===== config.mk =====
export PLATFORM = sky130hd
export DESIGN_NAME = frame_deframer_crc16_check_core
export DESIGN_NICKNAME = d
export VERILOG_FILES = /design/src/hdl/fdc_pkg.sv /design/src/hdl/fdc_cfg.sv /design/src/hdl/fdc_parse.sv /design/src/hdl/fdc_skid.sv /design/src/hdl/frame_deframer_crc16_check_core.sv
export SDC_FILE = /design/constraint.sdc
export NUM_CORES = 1
export LEC_CHECK = 0
export BUFFER_PORTS_ARGS = -buffer_cell sky130_fd_sc_hd__buf_4
export CORE_ASPECT_RATIO = 1.25
export CORE_MARGIN = 8
export CORE_UTILIZATION = 40
export CTS_CLUSTER_SIZE = 40
export DETAILED_ROUTE_END_ITERATION = 6
export PLACE_DENSITY = 0.63
export SYNTH_ARGS = -nofsm -noshare
export SYNTH_HDL_FRONTEND = slang
export SYNTH_SLANG_ARGS = --single-unit

===== constraint.sdc =====
create_clock -name i_clk -period 5.2 [get_ports i_clk]
set_input_delay 0.26 -clock i_clk [delete_from_list [all_inputs] [get_ports i_clk]]
set_output_delay 0.26 -clock i_clk [all_outputs]
set_load 0.005 [all_outputs]

===== src/hdl/fdc_pkg.sv =====
package fdc_pkg;

    localparam int BYTE_W      = 8;
    localparam int LEN_W       = 11;
    localparam int CRC_W       = 16;
    localparam int CFG_ADDR_W  = 3;
    localparam int CFG_DATA_W  = 11;
    localparam int IN_TDATA_W  = 8;
    localparam int OUT_TDATA_W = 24;
    localparam int OUT_TUSER_W = 4;

    localparam logic [LEN_W-1:0]  MAX_PAYLOAD = 11'd1024;
    localparam logic [15:0]       FIXED_LEN   = 16'd15;
    localparam logic [CRC_W-1:0]  CRC_INIT    = 16'hFFFF;
    localparam logic [CRC_W-1:0]  CRC_POLY    = 16'hA001;

    typedef enum logic [CFG_ADDR_W-1:0] {
        CFG_HEAD_FIRST   = 3'd0,
        CFG_HEAD_SECOND  = 3'd1,
        CFG_TAIL_FIRST   = 3'd2,
        CFG_TAIL_SECOND  = 3'd3,
        CFG_MAX_DATA_LEN = 3'd4
    } t_cfg_idx;

    typedef enum logic [2:0] {
        ST_BUSY = 3'd0,
        ST_OK   = 3'd1,
        ST_HEAD = 3'd2,
        ST_LEN  = 3'd3,
        ST_CRC  = 3'd4,
        ST_TAIL = 3'd5
    } t_status;

    typedef enum logic [2:0] {
        PH_HEAD1 = 3'd0,
        PH_HEAD2 = 3'd1,
        PH_LENLO = 3'd2,
        PH_LENHI = 3'd3,
        PH_BODY  = 3'd4
    } t_phase;

    typedef struct packed {
        logic [BYTE_W-1:0] head_first;
        logic [BYTE_W-1:0] head_second;
        logic [BYTE_W-1:0] tail_first;
        logic [BYTE_W-1:0] tail_second;
        logic [LEN_W-1:0]  limit;
    } t_cfg;

    typedef struct packed {
        logic [LEN_W-1:0]  frame_length;
        t_status           status;
        logic              frame_end;
        logic              in_frame;
        logic [BYTE_W-1:0] out_byte;
    } t_result;

    // Modbus CRC-16 update for one byte, LSB first
    function automatic logic [CRC_W-1:0] crc_byte(input logic [CRC_W-1:0] crc,
                                                   input logic [BYTE_W-1:0] b);
        logic [CRC_W-1:0] c;
        c = crc ^ {8'h00, b};
        for (int k = 0; k < 8; k++) begin
            if (c[0]) begin
                c = (c >> 1) ^ CRC_POLY;
            end else begin
                c = c >> 1;
            end
        end
        return c;
    endfunction

endpackage


===== src/hdl/fdc_cfg.sv =====
module fdc_cfg
    import fdc_pkg::*;
(
    input  logic                  i_clk,
    input  logic                  i_rst_n,
    input  logic                  i_cfg_we,
    input  logic [CFG_ADDR_W-1:0] i_cfg_addr,
    input  logic [CFG_DATA_W-1:0] i_cfg_data,
    output t_cfg                  o_cfg
);

    logic [BYTE_W-1:0] r_head_first, r_head_second, r_tail_first, r_tail_second;
    logic [LEN_W-1:0]  r_max_len;

    always_ff @(posedge i_clk) begin
        if (!i_rst_n) begin
            r_head_first  <= '0;
            r_head_second <= '0;
            r_tail_first  <= '0;
            r_tail_second <= '0;
            r_max_len     <= MAX_PAYLOAD;
        end else if (i_cfg_we) begin
            unique case (t_cfg_idx'(i_cfg_addr))
                CFG_HEAD_FIRST:   r_head_first  <= i_cfg_data[BYTE_W-1:0];
                CFG_HEAD_SECOND:  r_head_second <= i_cfg_data[BYTE_W-1:0];
                CFG_TAIL_FIRST:   r_tail_first  <= i_cfg_data[BYTE_W-1:0];
                CFG_TAIL_SECOND:  r_tail_second <= i_cfg_data[BYTE_W-1:0];
                CFG_MAX_DATA_LEN: r_max_len     <= i_cfg_data[LEN_W-1:0];
                default: ;
            endcase
        end
    end

    // saturate the payload limit
    assign o_cfg.head_first  = r_head_first;
    assign o_cfg.head_second = r_head_second;
    assign o_cfg.tail_first  = r_tail_first;
    assign o_cfg.tail_second = r_tail_second;
    assign o_cfg.limit       = (r_max_len > MAX_PAYLOAD) ? MAX_PAYLOAD : r_max_len;

endmodule


===== src/hdl/fdc_parse.sv =====
module fdc_parse
    import fdc_pkg::*;
(
    input  logic              i_clk,
    input  logic              i_rst_n,
    input  logic              i_take,
    input  logic [BYTE_W-1:0] i_byte,
    input  t_cfg              i_cfg,
    output t_result           o_result
);

    t_phase            r_phase, n_phase;
    logic [LEN_W-1:0]  r_index, n_index;
    logic [LEN_W-1:0]  r_len, n_len;
    logic [CRC_W-1:0]  r_crc, n_crc;
    logic [BYTE_W-1:0] r_crch, n_crch;

    logic [CRC_W-1:0]  crc_run, crc_new;
    logic              hit_h1, hit_h2, hit_t1, hit_t2, len_ok, crc_ok;
    logic [15:0]       len_rx;
    logic [LEN_W-1:0]  len_m4, len_m3, len_m2;

    assign crc_run = crc_byte(r_crc, i_byte);
    assign crc_new = crc_byte(CRC_INIT, i_byte);
    assign hit_h1  = (i_byte == i_cfg.head_first);
    assign hit_h2  = (i_byte == i_cfg.head_second);
    assign hit_t1  = (i_byte == i_cfg.tail_first);
    assign hit_t2  = (i_byte == i_cfg.tail_second);
    assign len_rx  = {i_byte, r_len[BYTE_W-1:0]};
    assign len_ok  = (len_rx >= FIXED_LEN) &&
                     (len_rx <= FIXED_LEN + {{(16-LEN_W){1'b0}}, i_cfg.limit});
    assign crc_ok  = (r_crch == r_crc[15:8]) && (i_byte == r_crc[7:0]);
    assign len_m4  = r_len - LEN_W'(4);
    assign len_m3  = r_len - LEN_W'(3);
    assign len_m2  = r_len - LEN_W'(2);

    // next phase
    always_comb begin
        n_phase = r_phase;
        unique case (r_phase)
            PH_HEAD1: n_phase = hit_h1 ? PH_HEAD2 : PH_HEAD1;
            PH_HEAD2: n_phase = hit_h2 ? PH_LENLO : (hit_h1 ? PH_HEAD2 : PH_HEAD1);
            PH_LENLO: n_phase = PH_LENHI;
            PH_LENHI: n_phase = len_ok ? PH_BODY : PH_HEAD1;
            PH_BODY: begin
                if (r_index < len_m4 || r_index == len_m4) begin
                    n_phase = PH_BODY;
                end else if (r_index == len_m3) begin
                    n_phase = crc_ok ? PH_BODY : PH_HEAD1;
                end else if (r_index == len_m2) begin
                    n_phase = hit_t1 ? PH_BODY : PH_HEAD1;
                end else begin
                    n_phase = PH_HEAD1;
                end
            end
            default: n_phase = PH_HEAD1;
        endcase
    end

    // datapath and result
    always_comb begin
        n_index  = r_index;
        n_len    = r_len;
        n_crc    = r_crc;
        n_crch   = r_crch;
        o_result.out_byte     = i_byte;
        o_result.in_frame     = 1'b1;
        o_result.frame_end    = 1'b0;
        o_result.status       = ST_BUSY;
        o_result.frame_length = '0;
        unique case (r_phase)
            PH_HEAD1: begin
                if (hit_h1) begin
                    n_index = LEN_W'(1);
                    n_len   = '0;
                    n_crch  = '0;
                    n_crc   = crc_new;
                end else begin
                    o_result.in_frame = 1'b0;
                    o_result.status   = ST_HEAD;
                end
            end
            PH_HEAD2: begin
                if (hit_h2) begin
                    n_crc   = crc_run;
                    n_index = LEN_W'(2);
                end else begin
                    // re-examine the byte as a first head byte
                    o_result.status    = ST_HEAD;
                    o_result.frame_end = 1'b1;
                    n_len  = '0;
                    n_crch = '0;
                    if (hit_h1) begin
                        n_index = LEN_W'(1);
                        n_crc   = crc_new;
                    end else begin
                        o_result.in_frame = 1'b0;
                        n_index = '0;
                        n_crc   = CRC_INIT;
                    end
                end
            end
            PH_LENLO: begin
                n_crc   = crc_run;
                n_len   = {{(LEN_W-BYTE_W){1'b0}}, i_byte};
                n_index = LEN_W'(3);
            end
            PH_LENHI: begin
                if (len_ok) begin
                    n_crc   = crc_run;
                    n_len   = len_rx[LEN_W-1:0];
                    n_index = LEN_W'(4);
                    o_result.frame_length = len_rx[LEN_W-1:0];
                end else begin
                    o_result.status    = ST_LEN;
                    o_result.frame_end = 1'b1;
                    n_index = '0;
                    n_len   = '0;
                    n_crc   = CRC_INIT;
                    n_crch  = '0;
                end
            end
            PH_BODY: begin
                o_result.frame_length = r_len;
                if (r_index < len_m4) begin
                    n_crc   = crc_run;
                    n_index = r_index + LEN_W'(1);
                end else if (r_index == len_m4) begin
                    n_crch  = i_byte;
                    n_index = r_index + LEN_W'(1);
                end else if (r_index == len_m3 && crc_ok) begin
                    n_index = r_index + LEN_W'(1);
                end else if (r_index == len_m2 && hit_t1) begin
                    n_index = r_index + LEN_W'(1);
                end else begin
                    o_result.frame_end = 1'b1;
                    if (r_index == len_m3) begin
                        o_result.status = ST_CRC;
                    end else if (r_index == len_m2) begin
                        o_result.status = ST_TAIL;
                    end else begin
                        o_result.status = hit_t2 ? ST_OK : ST_TAIL;
                    end
                    n_index = '0;
                    n_len   = '0;
                    n_crc   = CRC_INIT;
                    n_crch  = '0;
                end
            end
            default: ;
        endcase
    end

    always_ff @(posedge i_clk) begin
        if (!i_rst_n) begin
            r_phase <= PH_HEAD1;
            r_index <= '0;
            r_len   <= '0;
            r_crc   <= CRC_INIT;
            r_crch  <= '0;
        end else if (i_take) begin
            r_phase <= n_phase;
            r_index <= n_index;
            r_len   <= n_len;
            r_crc   <= n_crc;
            r_crch  <= n_crch;
        end
    end

endmodule


===== src/hdl/fdc_skid.sv =====
module fdc_skid
    import fdc_pkg::*;
(
    input  logic    i_clk,
    input  logic    i_rst_n,
    input  logic    i_valid,
    output logic    o_ready,
    input  t_result i_data,
    output logic    o_valid,
    input  logic    i_ready,
    output t_result o_data
);

    logic    r_out_valid, r_skid_valid;
    t_result r_out_data, r_skid_data;
    logic    out_free, take;

    assign o_ready  = !r_skid_valid;
    assign take     = i_valid && !r_skid_valid;
    assign out_free = !r_out_valid || i_ready;

    always_ff @(posedge i_clk) begin
        if (!i_rst_n) begin
            r_out_valid  <= 1'b0;
            r_skid_valid <= 1'b0;
        end else if (out_free) begin
            if (r_skid_valid) begin
                r_out_valid  <= 1'b1;
                r_skid_valid <= 1'b0;
            end else begin
                r_out_valid  <= take;
            end
        end else if (take) begin
            r_skid_valid <= 1'b1;
        end
    end

    always_ff @(posedge i_clk) begin
        if (out_free) begin
            r_out_data <= r_skid_valid ? r_skid_data : i_data;
        end else if (take) begin
            r_skid_data <= i_data;
        end
    end

    assign o_valid = r_out_valid;
    assign o_data  = r_out_data;

endmodule


===== src/hdl/frame_deframer_crc16_check_core.sv =====
// Channel  | Dir | tdata (LSB up)                         | tuser / tlast
// s_axis   | in  | [7:0] rx_byte                          | -
// m_axis   | out | [7:0] out_byte, [18:8] frame_length,   | tuser [0] in_frame,
//          |     | [23:19] zero                           | [3:1] status; tlast frame_end
// cfg      | in  | i_cfg_we, i_cfg_addr, i_cfg_data       | -
//
// One byte per cycle while s_axis_tready is high; results reach m_axis from a register.
// The parser state updates on every accepted byte; a byte-wide CRC step sets the path.
// A result register plus one skid entry let s_axis take one more byte while m_axis
// stalls; s_axis_tready drops only when the skid entry is full.
// Synchronous active-low reset: parser returns to head hunting, registers to defaults.
module frame_deframer_crc16_check_core
    import fdc_pkg::*;
(
    input  logic                   i_clk,
    input  logic                   i_rst_n,
    // byte stream in
    input  logic                   s_axis_tvalid,
    output logic                   s_axis_tready,
    input  logic [IN_TDATA_W-1:0]  s_axis_tdata,   // [7:0] rx_byte
    // echoed bytes with frame status out
    output logic                   m_axis_tvalid,
    input  logic                   m_axis_tready,
    output logic [OUT_TDATA_W-1:0] m_axis_tdata,   // [7:0] out_byte, [18:8] frame_length
    output logic [OUT_TUSER_W-1:0] m_axis_tuser,   // [0] in_frame, [3:1] status
    output logic                   m_axis_tlast,   // frame_end
    // register writes
    input  logic                   i_cfg_we,
    input  logic [CFG_ADDR_W-1:0]  i_cfg_addr,
    input  logic [CFG_DATA_W-1:0]  i_cfg_data
);

    t_cfg    cfg;
    t_result res_in, res_out;
    logic    take;

    fdc_cfg u_cfg (
        .i_clk      (i_clk),
        .i_rst_n    (i_rst_n),
        .i_cfg_we   (i_cfg_we),
        .i_cfg_addr (i_cfg_addr),
        .i_cfg_data (i_cfg_data),
        .o_cfg      (cfg)
    );

    // advance the parser only on an accepted word
    assign take = s_axis_tvalid && s_axis_tready;

    fdc_parse u_parse (
        .i_clk    (i_clk),
        .i_rst_n  (i_rst_n),
        .i_take   (take),
        .i_byte   (s_axis_tdata[BYTE_W-1:0]),
        .i_cfg    (cfg),
        .o_result (res_in)
    );

    fdc_skid u_skid (
        .i_clk   (i_clk),
        .i_rst_n (i_rst_n),
        .i_valid (s_axis_tvalid),
        .o_ready (s_axis_tready),
        .i_data  (res_in),
        .o_valid (m_axis_tvalid),
        .i_ready (m_axis_tready),
        .o_data  (res_out)
    );

    // pack the result word
    assign m_axis_tdata = {{(OUT_TDATA_W-BYTE_W-LEN_W){1'b0}},
                           res_out.frame_length, res_out.out_byte};
    assign m_axis_tuser = {res_out.status, res_out.in_frame};
    assign m_axis_tlast = res_out.frame_end;

endmodule


==> impl_metrics.py, run 1 <==
metrics = {
    "clocking": {
        "cts.root.buffer_cell": "clkbuf_16",
        "insertion_delay_ns": 0.43,
        "cts_made_buffers": 17,
        "htree_levels": 4,
        "post-cts-setup-buffer-count": 0,
        "cts_max_path_buffers": 2,
        "clk_pin_slew_ns": 0.06,
        "ctsHoldBuffers": 0,
        "cts_tree": "done",
        "ctsResizeCount": 0,
        "clock_sinks": 142,
    },
    "timing": {
        "worst_slew_pin_slew_ns": 0.8839,
        "rsz0062_at_grt": "false",
        "hold_viol_final": 0,
        "setup_tns_ns": 0,
        "finalClockSkew_ns": 0.01187,
        "setup_violations": 0,
        "slew_headroom_pct": 40.45,
        "timing.fmax_mhz": 249.0,
        "finalCriticalPeriod_ns": 4.016,
        "drv_slew": 0,
        "finalCritPeriodShare_pct": 77.23,
    },
    "drt": {
        "drc_errors": 0,
        "ant_nets": 0,
        "routedWlPerCell_um": 18.28,
        "dr.pass1.iters": 5,
        "via_per_inst": 5.485,
        "drt-total-wl_um": 22830,
        "first_iter_violations": 434,
        "vias": 6851,
    },
    "layout": {
        "fin_area_um2": 9648,
        "drive_gt1_share_pct": 13.74,
        "insertedDiodeCount": 0,
        "final-instance-count-excl-fill": 1249,
        "fin_nets": 1028,
        "syn_to_final_growth_pct": 13.35,
    },
    "synth": {
        "syn_area_um2": 8512,
        "synth_edf_count": 48,
        "syn_inst": 934,
        "synth_area_leaders": "dfxtp_1, edfxtp_1, nand2_1",
        "yosysTopAreaCell": "dfxtp_1",
        "yosysTopAreaCellShare_pct": 22.11,
        "syn_avg_cell_area_um2": 9.113,
        "async_flop_share_pct": 0,
        "yosysUniqueCellTypes": 80,
        "yosysSeqAreaShare_pct": 39.04,
        "synth_top_flop_cell": "dfxtp_1",
        "ys_warn_count": 0,
        "yosysMostFrequentCell": "nand2_1",
        "synth_common_cells": "nand2_1, dfxtp_1, xnor2_1, edfxtp_1, a21boi_0",
        "ys_ff_latch": 142,
    },
    "power_and_ir_drop": {
        "clkPwrFrac_pct": 45.9,
        "ir_drop_uv": 256.5,
        "p_int_mw": 1.899,
        "power.density_nw_per_um2": 268.7,
        "power.leakage_nw": 3.782,
        "pwr-share-comb_pct": 8.6,
        "switching_share_pct": 26.76,
        "switchingPower_mw": 0.6938,
        "seqPwrFrac_pct": 45.5,
    },
    "worst_setup_path": {
        "path_cells": "or4_1 > o41ai_1 > nand2_1 > xnor2_1 > ha_1 > a211oi_1 > o2111ai_1 > a211oi_1 > o32ai_1 > buf_4 > o21ai_0 > and2_1 > mux2_2",
        "worst_setup_path_end_kind": "flip-flop",
        "path_class": "reg -> reg",
        "cp_data_arrival_time_ns": 4.31,
        "cp.required_ns": 5.50,
        "rrSetupSlack_ns": 1.18,
        "critPathTopFamily": "compound AO/OA/AOI/OAI gates",
        "max_stage_delay_ns": 0.71,
        "crit_buf_inv": 1,
        "crit_path_start_kind": "flip-flop",
        "reg2reg_to": "u_skid.o_data[18]",
        "critPathSlowestCell": "o21ai_0",
        "r2r_cells": 13,
        "worstReg2RegStart": "u_cfg.r_max_len[6]",
        "crit_fanout": 9,
        "cp_common_cell": "a211oi_1",
    },
    "floorplan": {
        "start_util_pct": 40.74,
        "pin_count": 58,
        "die_area_um2": 26230,
        "rows": 59,
        "die_w_um": 146.5,
        "coreArea_um2": 20890,
        "chipHeight_um": 179.1,
    },
    "min_path": {
        "hold_path_depth": 3,
        "hold_path_class": "in -> reg",
        "hold_start": "i_cfg_data[10]",
        "hold_path_end": "u_cfg.r_max_len[10]",
    },
    "global_routing": {
        "grt_pass1_vias": 6635,
        "grt_max_degree": 57,
        "grt_pass1_wl_um": 36480,
        "grtUsageTotal_pct": 17.57,
        "overflow": 0,
        "grt_antenna_before_repair": 0,
    },
    "place": {
        "dpl.hpwl_um": 16490,
        "dp_cells": 1217,
        "gp_congestion": 0.8838,
        "port_buffers": 52,
        "placed_cell_area_um2": 9075,
    },
    "status": {
        "status": "finished, final reports clean",
    },
    "flow_run": {
        "drv_cap": 0,
    },
}
==> power groups by stage <==
stage                     Combinational [mW]  Sequential, mW  Clock (mW)
final                                  0.222            1.18        1.19
after global routing                   0.246            1.18        1.25
after CTS                              0.224            1.18        1.21
after detailed placement               0.223            1.20           0
after global placement                 0.221            1.20           0
after floorplan                        0.141            1.20           0
==> registers in the layout (all words and copies together), names as in the netlist <==
| register | cells |
|---|---|
| u_cfg.r_head_first | 8 |
| u_cfg.r_head_second | 8 |
| u_cfg.r_max_len | 11 |
| u_cfg.r_tail_first | 8 |
| u_cfg.r_tail_second | 8 |
| u_parse.r_crc | 16 |
| u_parse.r_crch | 8 |
| u_parse.r_index | 11 |
| u_parse.r_len | 11 |
| u_parse.r_phase | 3 |
| u_skid.o_data | 24 |
| u_skid.o_valid | 1 |
| u_skid.r_skid_data | 24 |
| u_skid.r_skid_valid | 1 |
==> worst max path at each step <==
stage,endpoint,startpoint,slack (ns),cells past startpoint
6_report,u_skid.o_data[18],u_cfg.r_max_len[6],1.18,13
5_1_grt,u_skid.o_data[18],u_cfg.r_max_len[6],0.89,13
4_1_cts,u_skid.o_data[16],u_cfg.r_max_len[6],1.21,13
3_5_place_dp,u_skid.o_data[19],u_cfg.r_max_len[6],1.23,13
3_3_place_gp,u_skid.o_data[14],u_cfg.r_max_len[6],1.31,13
2_1_floorplan,u_skid.o_data[14],u_cfg.r_max_len[6],1.32,12
==> area by class of cell <==
cell class | count | area, µm²
Fill cell | 2017 | 11240
Multi-Input combinational cell | 708 | 4827
Sequential cell | 142 | 3323
Timing Repair Buffer | 62 | 465.4
Clock buffer | 17 | 425.4
Tap cell | 274 | 342.8
Clock inverter | 15 | 147.6
Inverter | 31 | 116.4
==> layer usage <==
layer / share of wire (%) / GRT usage (%)
met1: 43 / 20.92
met2: 50 / 30.60
met3: 3.6 / 2.753
met4: 3.4 / 8.301
met5: 0 / 0
==> cells in the final DEF (no fill, tap or decap), drive strengths merged, types with 11 or more instances in the layout <==
| master | n |
|---|---|
| a21boi | 46 |
| a21oi | 18 |
| and2 | 11 |
| buf | 62 |
| clkbuf | 17 |
| dfxtp | 94 |
| edfxtp | 48 |
| ha | 39 |
| inv | 41 |
| mux2 | 16 |
| mux2i | 13 |
| nand2 | 168 |
| nand3 | 20 |
| nand4 | 14 |
| nor2 | 33 |
| nor2b | 12 |
| nor3 | 15 |
| o211ai | 14 |
| o21ai | 47 |
| xnor2 | 58 |
| xor2 | 42 |
==> through the flow <==
step	setup WS (ns)	utilization [%]	hold WS, ns	total power, mW
finish	1.184	46.18	0.05902	2.593
global route	0.8886	46.18	0.05955	2.681
CTS	1.209	46.18	0.04368	2.616
detailed placement	1.227	43.44	0.4616	1.428
global placement	1.310	43.44	0.4544	1.426
floorplan	1.318	-	0.3589	1.344
==> worst min-delay path, stage by stage <==
cell and delay, ns:
buf_4 0.08, nand2_1 0.04, nand3_1 0.07
==> cells by family after synthesis <==
logic type / after synthesis / synth area share, %
XOR/XNOR: 103 / 11.10
buffers and inverters: 88 / 4.454
multiplexers: 29 / 3.645
other: 2 / 0.08823
AND/OR/NAND/NOR: 331 / 18.74
adder cells (fa/ha/maj): 39 / 5.733
AO/OA/AOI/OAI: 200 / 17.20
flip-flops: 142 / 39.04
Note: power is estimated with default switching activity, not from simulation.
==> run 2: changes to the inputs <==
Settings changed: ABC_AREA set to 1, PLACE_DENSITY 0.63 to 0.62.
Clock period 5.2 ns to 3.82 ns, I/O delays scaled along.
==> impl_metrics.py, run 2 <==
metrics = {
    "worst_setup_path": {
        "rrSetupSlack_ns": 0.20,
        "cp.required_ns": 4.12,
        "worstReg2RegStart": "u_cfg.r_max_len[3]",
        "max_stage_delay_ns": 0.33,
        "path_class": "reg -> reg",
        "worst_setup_path_end_kind": "flip-flop",
        "crit_fanout": 5,
        "reg2reg_to": "u_skid.o_data[18]",
        "r2r_cells": 25,
        "crit_path_start_kind": "flip-flop",
        "cp_common_cell": "nand2_1",
        "cp_data_arrival_time_ns": 3.92,
        "cp-startpoint": "u_cfg.r_max_len[3]",
        "critPathSlowestCell": "dfxtp_2",
    },
    "clocking": {
        "cts_max_path_buffers": 2,
        "insertion_delay_ns": 0.43,
        "htree_levels": 4,
        "clk_pin_slew_ns": 0.07,
        "cts_made_buffers": 17,
        "cts.root.buffer_cell": "clkbuf_16",
        "cts_tree": "done",
        "clock_sinks": 142,
    },
    "place": {
        "dpl.hpwl_um": 20240,
        "pre_cts_slack_ns": 0.08825,
        "port_buffers": 52,
        "gp_congestion": 0.9208,
        "placed_cell_area_um2": 9898,
    },
    "timing": {
        "worst_slew_pin_slew_ns": 0.8510,
        "drv_slew": 0,
        "setup_violations": 0,
        "finalClockSkew_ns": 0.008891,
        "hold_viol_final": 0,
        "finalCritPeriodShare_pct": 94.74,
        "setup_tns_ns": 0,
        "setup_slack_ns": 0.2009,
        "slew_headroom_pct": 43.20,
        "finalCriticalPeriod_ns": 3.619,
        "timing.fmax_mhz": 276.3,
    },
    "layout": {
        "fin_nets": 1443,
        "drive_gt1_share_pct": 14.10,
        "syn_to_final_growth_pct": 14.78,
        "layout_commonest_cell": "nand2_1",
        "mostFrequentLayoutCells": "nand2_1, nor2_1, inv_1, o21ai_0, dfxtp_1",
        "fin_area_um2": 10650,
        "insertedDiodeCount": 0,
    },
    "floorplan": {
        "start_util_pct": 40.55,
        "coreArea_um2": 22880,
        "die_area_um2": 28360,
        "rows": 62,
        "pin_count": 58,
        "chipHeight_um": 186.3,
        "die_w_um": 152.2,
    },
    "synth": {
        "synthAdderAreaFrac_pct": 5.258,
        "synthXorXnorAreaFrac_pct": 7.267,
        "yosysTopAreaCellShare_pct": 20.28,
        "synth_top_flop_cell": "dfxtp_1",
        "synth_top_family_by_area": "simple AND/OR/NAND/NOR gates",
        "ys_warn_count": 0,
        "yosysUniqueCellTypes": 42,
        "synth_common_cells": "nand2_1, nor2_1, inv_1, o21ai_0, dfxtp_1",
        "synth_edf_count": 48,
        "synth_area_leaders": "dfxtp_1, edfxtp_1, nand2_1",
        "syn_inst": 1325,
        "synth-compound-area-share_pct": 11.19,
        "async_flop_share_pct": 0,
        "syn_avg_cell_area_um2": 7.004,
        "ys_ff_latch": 142,
        "synthMuxAreaShare_pct": 0,
        "yosysSeqAreaShare_pct": 35.81,
        "syn_area_um2": 9280,
        "yosysTopAreaCell": "dfxtp_1",
        "yosysMostFrequentCell": "nand2_1",
        "yosys.area_share.simple_pct": 31.99,
    },
    "global_routing": {
        "grt_pass1_vias": 8438,
        "grtUsageTotal_pct": 19.58,
        "grt_antenna_before_repair": 0,
        "overflow": 0,
        "grt_max_degree": 51,
        "grt_pass1_wl_um": 43900,
    },
    "drt": {
        "via_per_inst": 5.215,
        "vias": 8751,
        "first_iter_violations": 494,
        "dr.pass1.iters": 5,
        "drt-total-wl_um": 27480,
        "ant_nets": 0,
        "drc_errors": 0,
        "routedWlPerCell_um": 16.38,
    },
    "flow_run": {
        "drv_cap": 0,
    },
    "power_and_ir_drop": {
        "ir_drop_uv": 304.1,
        "power.leakage_nw": 4.726,
        "power.density_nw_per_um2": 347.4,
    },
    "min_path": {
        "hold_start": "i_cfg_data[8]",
        "hold_path_class": "in -> reg",
        "hold_path_end": "u_cfg.r_max_len[8]",
        "hold_path_depth": 3,
    },
    "status": {
        "status": "finished, final reports clean",
    },
}
==> run 2: cell types whose count changed after synthesis, moves of 12 or more <==
cell,previous run,this run
a21boi_0,45,0
a21oi_1,18,70
clkbuf_1,39,22
inv_1,30,106
mux2_2,16,0
mux2i_1,13,0
nand2_1,168,335
nand2_2,0,16
nand3_1,20,87
nor2_1,32,192
nor2b_1,12,0
o21ai_0,43,99
xnor2_1,58,39
==> run 2: worst max path at each step <==
stage	end	slack (ns)	depth (start not counted)
floorplan	u_skid.o_data[15]	0.41	25
global placement	u_skid.o_data[16]	0.21	24
detailed placement	u_skid.o_data[18]	0.09	25
CTS	u_skid.o_data[17]	0.06	25
global route	u_skid.o_data[18]	-0.03	24
finish	u_skid.o_data[18]	0.20	25
==> run 2: what timing repair did <==
action,4_1_cts,5_1_grt
endpoints found under the hold margin,2,0
buffers inserted,0,2
hold buffers,2,0
gates resized for setup,0,38
endpoints found under the setup margin,0,54
==> run 2: cell type report <==
cell class	instances	area [µm²]
Timing Repair Buffer	78	590.6
Fill cell	2303	12230
Multi-Input combinational cell	1014	5299
Sequential cell	142	3326
Clock inverter	13	165.2
Inverter	123	470.5
Timing Repair inverter	1	7.507
Tap cell	288	360.3
Clock buffer	19	432.9
==> run 2: through the flow <==
| step | util (%) | hold WS (ns) | cells | total power [mW] |
|---|---|---|---|---|
| detailed placement | 43.25 | 0.4235 | 1641 | 2.008 |
| floorplan | - | 0.2899 | 1329 | 1.875 |
| global route | 46.54 | 0.04853 | 1678 | 3.835 |
| finish | 46.54 | 0.05196 | 1678 | 3.700 |
| global placement | 43.25 | 0.4142 | 1641 | 2.005 |
| CTS | 45.95 | 0.04118 | 1675 | 3.716 |
==> run 2: cell families after synthesis <==
group | count (synthesis)
AO/OA/AOI/OAI | 197
XOR/XNOR | 77
adder cells (fa/ha/maj) | 39
buffers and inverters | 173
flip-flops | 142
other | 2
AND/OR/NAND/NOR | 695
==> run 2: where the power goes <==
| part | internal [mW] | switching (mW) |
|---|---|---|
| combinational | 0.135 | 0.230 |
| clock | 1.03 | 0.687 |
| sequential | 1.60 | 0.0201 |
==> run 2: critical path, delay by kind of cell, from the launching register on <==
| kind | cells | cell delay [ns] |
|---|---|---|
| compound gates | 4 | 0.42 |
| fa+ha+maj | 2 | 0.46 |
| buf+inv | 4 | 0.44 |
| flops | 1 | 0.33 |
| simple gates | 15 | 1.85 |
==> run 2: routing by layer <==
layer  up-vias  part of all wire [%]  GRT usage, %
met3        64                   5.4         3.722
met2       264                    48         34.07
met5         -                     0             0
met4         0                   3.4         9.692
met1      4040                    43         23.00
li1       4383                     -             -
